## src/rtl/cr2_pkg.sv

```systemverilog
// Package for the 2x2 Cramer's-rule solver.
// Holds the status codes, the stage word types and the pipeline sizes.
// Depends on nothing.
`timescale 1ns / 1ps

package cr2_pkg;

  localparam int unsigned QBITS = 48;

  typedef enum logic [1:0] {
    ST_UNIQUE   = 2'd0,
    ST_NONE     = 2'd1,
    ST_INFINITE = 2'd2
  } status_t;

  typedef struct packed {
    logic        valid;
    logic [32:0] det;
    logic [32:0] nx;
    logic [32:0] ny;
  } front_t;

  typedef struct packed {
    logic [31:0]      rem;
    logic [QBITS-1:0] work;
  } lane_t;

  typedef struct packed {
    logic        valid;
    status_t     status;
    logic        neg_x;
    logic        neg_y;
    logic [31:0] den;
    lane_t       lx;
    lane_t       ly;
  } cell_t;

endpackage

```

## src/rtl/cr2_div_cell.sv

```systemverilog
// One cell of the divider chain: one restoring quotient bit for each of the
// x and y lanes, registered. Depends on cr2_pkg.
`timescale 1ns / 1ps

module cr2_div_cell
  import cr2_pkg::*;
(
  input  logic  clk,
  input  logic  rst,
  input  cell_t din,
  output cell_t dout
);

  function automatic lane_t div_step(lane_t l, logic [31:0] den);
    logic [32:0] t;
    logic [32:0] diff;
    lane_t       r;
    t    = {l.rem, l.work[QBITS-1]};
    diff = t - {1'b0, den};
    if (!diff[32]) begin
      r.rem  = diff[31:0];
      r.work = {l.work[QBITS-2:0], 1'b1};
    end else begin
      r.rem  = t[31:0];
      r.work = {l.work[QBITS-2:0], 1'b0};
    end
    return r;
  endfunction

  logic  valid;
  cell_t pay;

  always_ff @(posedge clk) begin
    if (rst) begin
      valid <= 1'b0;
    end else begin
      valid <= din.valid;
    end
  end

  always_ff @(posedge clk) begin
    pay.valid  <= 1'b0;
    pay.status <= din.status;
    pay.neg_x  <= din.neg_x;
    pay.neg_y  <= din.neg_y;
    pay.den    <= din.den;
    pay.lx     <= div_step(din.lx, din.den);
    pay.ly     <= div_step(din.ly, din.den);
  end

  always_comb begin
    dout       = pay;
    dout.valid = valid;
  end

endmodule

```

## config.mk

```make
export PLATFORM = sky130hd
export DESIGN_NAME = cr2_div_cell
export DESIGN_NICKNAME = d
export VERILOG_FILES = /design/src/rtl/cr2_pkg.sv /design/src/rtl/cr2_div_cell.sv
export SDC_FILE = /design/constraint.sdc
export NUM_CORES = 1
export LEC_CHECK = 0
export ABC_AREA = 1
export BUFFER_PORTS_ARGS = -buffer_cell sky130_fd_sc_hd__clkbuf_2
export CAP_MARGIN = 20
export CORE_MARGIN = 5
export CORE_UTILIZATION = 45
export CTS_CLUSTER_SIZE = 16
export DETAILED_ROUTE_END_ITERATION = 10
export GPL_TIMING_DRIVEN = 0
export HOLD_SLACK_MARGIN = 0.08
export PLACE_DENSITY = 0.77
export SLEW_MARGIN = 40
export SYNTH_ARGS = -nofsm -noshare
export SYNTH_HDL_FRONTEND = slang
export SYNTH_SLANG_ARGS = --single-unit
```

## constraint.sdc

```tcl
create_clock -name clk -period 1.9 [get_ports clk]
set_input_delay 0.285 -clock clk [delete_from_list [all_inputs] [get_ports clk]]
set_output_delay 0.285 -clock clk [all_outputs]
set_load 0.005 [all_outputs]
```

### Word level (Yosys, flattened, before mapping)

Index checks and enable logic that the tools add are counted.

* $add $sub $neg: 2
* multiplexer cells: 2

Operator list (count)
* $mux W80: 2
* $sub A33 B32 Y33: 2

* register bits: 197
* input port bits: 199
* output and inout port bits: 197
* word-level logic and storage cells: 13

### Depth between registers and ports, before layout

* word-level depth: 2
* depth in mapped cells: 17
* depth with buffers taken out: 16

### Least setup slack after synthesis

Ideal clock, no wire load.

* path kind: input -> register
* start: in din[127] in the netlist's numbering
* end: reg pay (netlist bit dout[133])
* library setup time: 0.112 ns
* arrival: 1.868 ns
* required time: 1.788 ns
* slack: -0.080 ns
* stages on the path: 16
* path buffers: 1
* cell sequence: inv_1 > ha_1 > fa_1 > inv_1 > nand2_1 > nand2_1 > nand3_1 > nand2_2 > nand2_2 > nand2_2 > nand2_2 > nand3_1 > nand2_4 > buf_6 > nand2_1 > nand2_1

* longest elaborated chain between the ends: 2

Ends and longest elaborated chain
* start: declaration: line cr2_div_cell.sv:10 `input cell_t din,`
* $sub A33 B32 Y33: line cr2_div_cell.sv:19 `diff = t - {1'b0, den};`
* $mux W80: line cr2_div_cell.sv:20 `if (!diff[32]) begin`
* end: declaration: line cr2_div_cell.sv:31 `cell_t pay;`

Every way passes these cells.
A chain may end at the register's enable or synchronous reset.

### Worst setup path in the final report

* start: in din[168] in the netlist's numbering
* end: reg pay (netlist bit dout[146])

Same word-level chain as after synthesis.

==> results.sh <==
export IMPL_slew_violations=0
export IMPL_antenna_found_initial=2
export IMPL_worst_ep_required_time_ps=2240
export IMPL_final_layout_size_suffix_gt1_frac=0.2646
export IMPL_tightest_slew_ps=394.2
export IMPL_peakVddDrop_mv=0.5737
export IMPL_htree_num_levels=4
export IMPL_final_net_count=2395
export IMPL_max_slew_margin=0.7352
export IMPL_yosysWarningCount=0
export IMPL_hold_start="din[148]"
export IMPL_cts_tree="built"
export IMPL_rsz0062_at_grt="yes"
export IMPL_die_x_um=161.5
export IMPL_syn_cell_area_um2=10330
export IMPL_final_util=0.6811
export IMPL_avgViaCountPerCell=4.805
export IMPL_clk_pin_slew_ps=80
export IMPL_n_fill_cell=1850
export IMPL_fin_crit_sh=0.9789
export IMPL_whs_endpoint="dout[149]$_DFF_P_"
export IMPL_grt_pass1_vias=11533
export IMPL_path_max_fanout=4
export IMPL_setup_tns_ps=0
export IMPL_rows=55
export IMPL_max_freq_ghz=0.5377
export IMPL_routed_wl_um=43010
export IMPL_start_util=0.4564
export IMPL_numCtsBuffers=17
export IMPL_setup_viol=0
export IMPL_track_usage=0.3183
export IMPL_synth_cell_types=30
export IMPL_status="finished clean"
export IMPL_p_int_mw=7.886
export IMPL_ios=396
export IMPL_power_frac_seq=0.388
export IMPL_period_minus_slack_ps=1860
export IMPL_grt_ovfl_total=0
export IMPL_switchingPower_mw=4.152
export IMPL_fp_dieH_um=161.5
export IMPL_p_comb_frac=0.297
export IMPL_routedWlPerCell_um=17.70
export IMPL_crit_type="primary input to flip-flop"
export IMPL_swShare=0.3449
export IMPL_ys_ff_latch=197
export IMPL_slowest_stage="ha_1"
export IMPL_syn_avg_cell_area_um2=6.750
export IMPL_area_growth_pct=49.22
export IMPL_initialDrtViolationCount=718
export IMPL_max_cap_violations=0
export IMPL_cts_buffer_depth=2
export IMPL_hold_class="primary input to flip-flop"
export IMPL_power_density_nw_per_um2=780.7
export IMPL_multi_input_area_um2=5375
export IMPL_fin_ws_ps=40.09
export IMPL_grt_max_degree=22
export IMPL_drc=0
export IMPL_p_total_mw=12.04
export IMPL_end_kind="flip-flop"
export IMPL_ant_nets=0
export IMPL_crit_arrival_ps=2200
export IMPL_crit_buf_inv=3
export IMPL_syn_inst=1531
export IMPL_hold_viol=0
export IMPL_crit_chain="clkbuf_2, inv_1, ha_1, nand2_2, inv_1, a21oi_1, nand3_1, nand3_1, nand2_1, nand2_1, nand2_1, nand2_1, nand2_1"
export IMPL_portBuffers=395
export IMPL_cp_common_cell="nand2_1"
export IMPL_grt_pass1_wl_um=64140
export IMPL_clock_sinks=197
export IMPL_dr_pass1_iters=8
export IMPL_ctsRootBufferMaster="clkbuf_16"
export IMPL_crit_family="simple AND/OR/NAND/NOR gates"
export IMPL_clkPwrFrac=0.315
export IMPL_min_path_cells=3
export IMPL_coreArea_um2=22640
export IMPL_slowest_delay_ps=330
export IMPL_leakagePower_nw=8.951
export IMPL_vias=11675
export IMPL_yosysSeqAreaShare=0.3816
export IMPL_pre_cts_slack_ps=-468.7
export IMPL_cp_start_kind="primary input"
export IMPL_hpwl_um=32520
export IMPL_synth_nets=1796
export IMPL_die_area_um2=26090
export IMPL_gp_congestion=0.9791
export IMPL_regArea_um2=3944
routing by layer:
| layer | wire [µm] | vias to the layer above | track usage |
|---|---|---|---|
| li1 | - | 5791 | - |
| met1 | 16920 | 5200 | 0.3642 |
| met2 | 19880 | 545 | 0.5434 |
| met3 | 3617 | 135 | 0.08472 |
| met4 | 2563 | 4 | 0.1694 |
| met5 | 21 | - | 0 |
power groups by stage:
stage	Clock (mW)	Combinational [mW]	Sequential [mW]
6_report	3.79	3.57	4.68
5_1_grt	4.01	3.92	4.71
4_1_cts	3.84	3.34	4.66
3_5_place_dp	0	3.02	4.75
3_3_place_gp	0	2.99	4.74
2_1_floorplan	0	1.72	4.81
final cells by class:
cell class / instances / share of cell area
diodes: 2 / 0.0003246
clock buffers: 18 / 0.02783
repair buffers: 580 / 0.2501
multi-input cells: 1033 / 0.3486
flip-flops and latches: 197 / 0.2558
inverters: 288 / 0.07011
plain buffers: 13 / 0.01266
well taps: 285 / 0.02313
clock inverters: 14 / 0.01152
synthesized netlist by cell type (all sizes together):
master  instances  share of area
nand2         686           0.27
inv           288           0.10
dfxtp         197           0.38
nor2           81          0.031
nand3          66          0.033
ha             64          0.077
a21oi          50          0.027
xor2           28          0.024
nand4          16         0.0097
buf            13          0.017
nor3           12         0.0058
o21bai         10         0.0073
and2            6         0.0036
o21ai           4         0.0019
a21o            2         0.0015
and3            2         0.0012
fa              2         0.0039
or2             2         0.0012
xnor2           2         0.0017
placed cells by master, fill, tap and decap left out, types with 5 or more instances in the layout:
cell	netlist	routed
nor3_1	12	11
and2_1	6	6
nor2_2	4	6
inv_2	1	13
nand2_2	52	56
clkinv_8	0	5
xor2_1	28	28
nand4_1	16	16
dfxtp_1	197	197
nor2_1	76	74
clkbuf_2	0	394
dlygate4sd3_1	0	174
clkbuf_16	0	20
inv_1	287	275
nand2_1	627	620
a21oi_1	45	42
a21oi_2	4	6
ha_4	0	8
o21bai_1	10	10
nand3_1	64	60
buf_4	1	9
ha_2	0	6
ha_1	64	50
nand2_4	7	7
buf_8	2	7
how the worst max path moves through the flow:
stage	startpoint	end	depth (start not counted)
finish	din[168]	dout[146]$_DFF_P_	13
global route	din[127]	dout[140]$_DFF_P_	18
CTS	din[160]	dout[69]$_DFF_P_	17
detailed placement	din[160]	dout[147]$_DFF_P_	17
global placement	din[160]	dout[149]$_DFF_P_	17
floorplan	din[47]	dout[75]$_DFF_P_	16
flip-flops by register name, summed over array words and instances (netlist names):
| register | count |
|---|---|
| dout | 196 |
| valid | 1 |
kinds of logic after synthesis:
family	count (synthesis)	synth area share
AO/OA/AOI/OAI	66	0.03741
XOR/XNOR	30	0.02543
adder cells (fa/ha/maj)	66	0.08137
buffers and inverters	301	0.1217
flip-flops	197	0.3816
AND/OR/NAND/NOR	871	0.3525
per-stage QoR:
step / area, µm² / hold WS (ps) / cells
6_report: 15420 / 84.89 / 2430
5_1_grt: 15410 / 86.84 / 2428
4_1_cts: 15040 / 80.09 / 2418
3_5_place_dp: 12680 / 388.9 / 2211
3_3_place_gp: 12680 / 388.4 / 2211
2_1_floorplan: 10350 / 312.7 / 1531
what timing repair did:
item / CTS / global route
endpoints found under the hold margin: 173 / 0
pin swaps: 1 / 8
hold buffers: 174 / 0
resized for setup: 0 / 56
cloned: 0 / 3
setup buffers: 1 / 7
endpoints found under the setup margin: 2 / 62
Power figures use the tool's default switching activity.
