File: src/rtl/cr2_pkg.sv
// Package for the 2x2 Cramer's-rule solver.
// Holds the status codes, the stage word types and the pipeline sizes.
// Depends on nothing.
`timescale 1ns / 1ps

package cr2_pkg;

  localparam int unsigned QBITS = 48;

  typedef enum logic [1:0] {
    ST_UNIQUE   = 2'd0,
    ST_NONE     = 2'd1,
    ST_INFINITE = 2'd2
  } status_t;

  typedef struct packed {
    logic        valid;
    logic [32:0] det;
    logic [32:0] nx;
    logic [32:0] ny;
  } front_t;

  typedef struct packed {
    logic [31:0]      rem;
    logic [QBITS-1:0] work;
  } lane_t;

  typedef struct packed {
    logic        valid;
    status_t     status;
    logic        neg_x;
    logic        neg_y;
    logic [31:0] den;
    lane_t       lx;
    lane_t       ly;
  } cell_t;

endpackage

File: src/rtl/cr2_front.sv
// Front end of the solver: six products, then determinant and numerators.
// Two register stages. Depends on cr2_pkg.
`timescale 1ns / 1ps

module cr2_front
  import cr2_pkg::*;
(
  input  logic               clk,
  input  logic               rst,
  input  logic               load,
  input  logic signed [15:0] coef_a1,
  input  logic signed [15:0] coef_b1,
  input  logic signed [15:0] rhs_c1,
  input  logic signed [15:0] coef_a2,
  input  logic signed [15:0] coef_b2,
  input  logic signed [15:0] rhs_c2,
  output front_t             word
);

  logic               p_valid;
  logic signed [31:0] p_a1b2, p_a2b1, p_c1b2, p_c2b1, p_a1c2, p_a2c1;
  logic               s_valid;
  logic [32:0]        s_det, s_nx, s_ny;

  always_ff @(posedge clk) begin
    if (rst) begin
      p_valid <= 1'b0;
      s_valid <= 1'b0;
    end else begin
      p_valid <= load;
      s_valid <= p_valid;
    end
  end

  always_ff @(posedge clk) begin
    p_a1b2 <= coef_a1 * coef_b2;
    p_a2b1 <= coef_a2 * coef_b1;
    p_c1b2 <= rhs_c1 * coef_b2;
    p_c2b1 <= rhs_c2 * coef_b1;
    p_a1c2 <= coef_a1 * rhs_c2;
    p_a2c1 <= coef_a2 * rhs_c1;
    s_det  <= {p_a1b2[31], p_a1b2} - {p_a2b1[31], p_a2b1};
    s_nx   <= {p_c1b2[31], p_c1b2} - {p_c2b1[31], p_c2b1};
    s_ny   <= {p_a1c2[31], p_a1c2} - {p_a2c1[31], p_a2c1};
  end

  assign word.valid = s_valid;
  assign word.det   = s_det;
  assign word.nx    = s_nx;
  assign word.ny    = s_ny;

endmodule

File: config.mk
export PLATFORM = sky130hd
export DESIGN_NAME = cr2_front
export DESIGN_NICKNAME = d
export VERILOG_FILES = /design/src/rtl/cr2_pkg.sv /design/src/rtl/cr2_front.sv
export SDC_FILE = /design/constraint.sdc
export NUM_CORES = 2
export LEC_CHECK = 0
export BUFFER_PORTS_ARGS = -buffer_cell sky130_fd_sc_hd__buf_2
export CAP_MARGIN = 30
export CORE_ASPECT_RATIO = 0.75
export CORE_MARGIN = 2
export CORE_UTILIZATION = 40
export CTS_CLUSTER_DIAMETER = 200
export DETAILED_ROUTE_END_ITERATION = 16
export PLACE_DENSITY = 0.66
export RECOVER_POWER = 100
export SKIP_CTS_REPAIR_TIMING = 1
export SLEW_MARGIN = 20
export SYNTH_ARGS = -nofsm -noshare
export SYNTH_HDL_FRONTEND = slang
export SYNTH_SLANG_ARGS = --single-unit
File: constraint.sdc
create_clock -name clk -period 12.9 [get_ports clk]
set_input_delay 2.58 -clock clk [delete_from_list [all_inputs] [get_ports clk]]
set_output_delay 2.58 -clock clk [all_outputs]
set_load 0.05 [all_outputs]
# == After elaboration in Yosys (flattened, before gate mapping) ==
# Index checks and enable logic that the tools add are counted.
# op_classes
add_sub_neg,3
mul,6
# op_table
operator,n
$mul 16x16->32,6
$sub 32x32->33,3
# totals
reg_bits,293
input_bits,99
output_inout_bits,100
word_cells,20

# == Depth between registers and ports, before layout ==
# logic_depth
depth_word,1
depth_mapped,25
ltp_nobuf,24

# == Least setup slack after synthesis ==
# No wires, ideal clock.
# synth_path
path_kind,input-to-reg
start,in rhs_c2[10]
end,reg p_c2b1[30]
setup_time_ps,72
arrival_ps,8404
required_time_ps,12828
setup_slack_ps,4424
stages,20
path_buffers,1
path_cell_list,clkbuf_1 -> nand2_1 -> fa_1 -> fa_1 -> fa_1 -> fa_1 -> inv_1 -> fa_1 -> fa_1 -> ha_1 -> a21o_1 -> a21o_1 -> a211oi_2 -> o21bai_1 -> a221o_1 -> a31o_1 -> or4_4 -> a31o_1 -> a21oi_2 -> xnor2_1
# synth_between
elab_chain_len,1
# synth_lines
element,line_no,rtl
start: declaration,cr2_front.sv:16,"input logic signed [15:0] rhs_c2,"
$mul 16x16->32,cr2_front.sv:39,p_c2b1 <= rhs_c2 * coef_b1;
end signal: assignment,cr2_front.sv:39,
end: declaration,cr2_front.sv:21,"logic signed [31:0] p_a1b2, p_a2b1, p_c1b2, p_c2b1, p_a1c2, p_a2c1;"
# Every way passes these cells.
# A chain may end at the register's enable or synchronous reset.

# == Final worst setup path ==
# layout_path
start,in rhs_c1[3]
end,reg p_a2c1[29]
# layout_between
elab_chain_len,1
# layout_lines
element,line_no,rtl
start: declaration,cr2_front.sv:13,"input logic signed [15:0] rhs_c1,"
$mul 16x16->32,cr2_front.sv:41,p_a2c1 <= coef_a2 * rhs_c1;
end signal: assignment,cr2_front.sv:41,
end: declaration,cr2_front.sv:21,
# Every way passes these cells.

==> flow_summary_export.csv <==
group,metric,value,unit
logic_synthesis,ys_seq_area_share,8.44,%
clock_tree,clkSinkCount,293,
logic_synthesis,ys_seq_elements,293,
timing,post-route-min-period,10.04,ns
timing,worst_slack,2.86,ns
place,portBuffers,198,
global_routing,antenna_found_initial,24,
logic_synthesis,ys_types,79,
place,gp_congestion,0.892,
place,place_ws,3.55,ns
timing,fin_crit_sh,77.9,%
timing,fmax,0.0996,GHz
timing,worst_pin_slew,2.42,ns
min_path,hold_class,"flop to flop",
timing,max_slew_margin,-61.7,%
run_status,violations,"max-capacitance violations, max-slew violations",
detailed_routing,drtIter0Drc,3251,
floorplan,initial_core_util,40.3,%
clock_tree,path_clk_slew,0.05,ns
setup_path,worst_path_largest_cell_delay,1.69,ns
timing,timing.setup.tns,0,ns
timing,setup_viol,0,
global_routing,track_usage,21.0,%
setup_path,path_class,"primary input to flop",
logic_synthesis,syn_avg_cell_area,9.23,sq um
logic_synthesis,synth_enable_flop_cells,0,
final_layout,fill_cells,16700,
setup_path,path_buf_inv,5,
detailed_routing,drtAntennaViolNets,0,
setup_path,crit_required,13.44,ns
job,maxCapViolCount,5,
global_routing,grt_max_degree,33,
logic_synthesis,synth_largest_area_cell,"fa_1",
run_status,status,"complete, but fails checks",
setup_path,cp_top_family,"adder cells",
setup_path,ff2ff_setup_slack,8.85,ns
floorplan,pin_count,199,
detailed_routing,dr.pass1.iters,7,
place,dp_hpwl,141000,um
setup_path,crit_chain,"clkbuf_1 -> and2_0 -> fa_1 -> fa_1 -> ha_1 -> inv_1 -> fa_1 -> inv_1 -> fa_1 -> inv_1 -> fa_1 -> inv_1 -> ha_1 -> a21o_1 -> a2111oi_0 -> o21a_1 -> o21ai_0 -> a311o_1 -> a41oi_1 -> o2111ai_1 -> a21oi_1 -> xnor2_1",
clock_tree,clock_path_buffers,3,
logic_synthesis,ys.warnings.count,0,
logic_synthesis,syn_area,0.0695,sq mm
detailed_routing,vias_per_cell,5.01,
detailed_routing,wl_per_cell,18.2,um
floorplan,core.rowCount,132,
setup_path,arrival,10.58,ns
logic_synthesis,synthCells,7533,
timing,rsz0062_at_grt,"false",
logic_synthesis,synthArstFlopShare,0,%
final_layout,fin_util,42.6,%
floorplan,die_w,485,um
setup_path,cp-start-kind,"primary input",
timing,slew_violations,165,
clock_tree,htree_levels,2,
final_layout,drive_above_1_share,2.74,%
detailed_routing,drt_wl_total,178000,um
floorplan,die_h,365,um
final_layout,fin_nets,9764,
clock_tree,cts_buffers,39,
detailed_routing,post-route-drc-count,0,
detailed_routing,route.vias.total,49100,
final_layout,regArea,0.00587,sq mm
floorplan,dieArea,0.177,sq mm
timing,whs,0.440,ns
logic_synthesis,netlist.area_leader.share,45.3,%
setup_path,cp-end-kind,"flop",
timing,final-hold-violation-count,0,
setup_path,critPathMaxFanout,32,
final_layout,multi_input_area,0.0555,sq mm
final_layout,area_growth,5.85,%
clock_tree,worst_skew_pair.late_latency,0.65,ns
logic_synthesis,syn-num-nets,9795,
global_routing,grt_first_pass_wirelength,295000,um
clock_tree,cts_tree,"done",
clock_tree,root_buffer,"clkbuf_16",
setup_path,crit_slowest_cell,"clkbuf_1",
logic_synthesis,synth_area_leaders,"fa_1 (45%), ha_1 (11%), inv_1 (10%)",
logic_synthesis,synthFlopType,"dfxtp_1",
setup_path,crit_top_cell,"fa_1",
global_routing,grt_pass1_vias,53200,
floorplan,core,0.173,sq mm
timing,fin_skew,0.0345,ns
global_routing,grt_overflow,0,
## flip-flops by register name (all words and copies together) (netlist names)
register / flops
s_det: 33
s_nx: 33
s_ny: 33
p_a1b2: 32
p_a1c2: 32
p_a2b1: 32
p_a2c1: 32
p_c1b2: 32
p_c2b1: 32
p_valid: 1
s_valid: 1
## path summary, 6_finish.rpt
| check | startpoint | to | cells past startpoint |
|---|---|---|---|
| setup / recovery | rhs_c1[3] | p_a2c1[29] | 22 |
| hold reg to reg | p_valid | s_valid | 1 |
| hold / removal | p_valid | s_valid | 1 |
| setup reg to reg | p_a1b2[0] | s_det[30] | 13 |
## metal layers
layer,track usage [%],routed length [um],part of all wire (%),vias up
li1,-,-,-,22100
met1,29.4,78400,44,25100
met2,33.3,80000,45,1634
met3,3.84,14100,7.9,245
met4,6.12,5790,3.2,16
met5,0,97,0.054,-
## layout make-up
cell class / instances / share of cell area [%]
Inverter: 1847 / 9.42
Clock buffer: 52 / 1.47
Clock inverter: 18 / 0.306
Antenna cell: 6 / 0.0204
Timing Repair Buffer: 230 / 1.49
Sequential cell: 293 / 7.97
Tap cell: 2278 / 3.87
Multi-Input combinational cell: 5091 / 75.5
## kinds of logic (layout without fill, tap and decap cells)
family                     count (synthesis)  count (layout)  synth area share [%]
buffers and inverters                   2149            2147                  11.6
AOI/OAI and AO/OA                        659             659                  6.22
muxes                                      2               2                0.0288
DFF                                      293             293                  8.44
xor gates and xnor gates                 287             287                  3.61
and+or+nand+nor                         1980            1980                  14.2
adders and majority gates               2163            2163                  55.9
other                                      0               6                     0
## metrics by stage
stage | area, sq um | std cells
global placement | 72500 | 9738
finish | 73600 | 9815
detailed placement | 72500 | 9739
CTS | 73800 | 9809
floorplan | 69500 | 7533
global route | 73600 | 9813
## synthesized netlist by cell type, types with 13 or more instances
master    number
xnor2_1      222
fa_1        1575
dfxtp_1      293
a21oi_1      191
ha_1         588
and2_1       746
clkbuf_1     301
o21a_1        40
nor2_1       188
nand2_1      805
a21o_1       119
o21ai_0      119
nand4_1       17
xor2_1        65
nand2b_1      61
a31o_2        13
inv_1       1846
and3_1        15
nand3_1       35
nor2b_1       32
a31oi_1       22
nor3_1        44
o21bai_1      33
## layout by cell type, fill, tap and decap left out, types with 6 or more instances in the layout
cell type,netlist,routed
nand2b_1,61,61
o311ai_0,6,6
ha_1,588,588
o2111ai_1,6,6
fa_1,1575,1575
buf_2,0,93
diode_2,0,6
a21oi_1,191,192
clkbuf_16,0,39
o21ai_0,119,125
a211oi_1,12,13
nor3_1,44,45
a21boi_0,8,8
o211ai_1,6,6
buf_4,1,31
a31o_2,13,10
o31ai_1,7,8
o21bai_1,33,33
inv_1,1846,1846
nand4_1,17,17
nor2_1,188,188
clkbuf_1,301,112
and3_1,15,15
clkbuf_8,0,6
nor2b_1,32,32
xor2_1,65,65
o21a_1,40,40
and2_1,746,704
dfxtp_1,293,293
a31o_1,4,7
nand3_1,35,35
a211o_1,12,12
xnor2_1,222,222
a31oi_1,22,22
clkinv_2,0,6
or3_1,9,9
nand2_1,805,805
and2_0,0,42
a21o_1,119,119
Power is not shown: default switching activity piles up to over one toggle a cycle in this logic, so the estimate is an artifact.
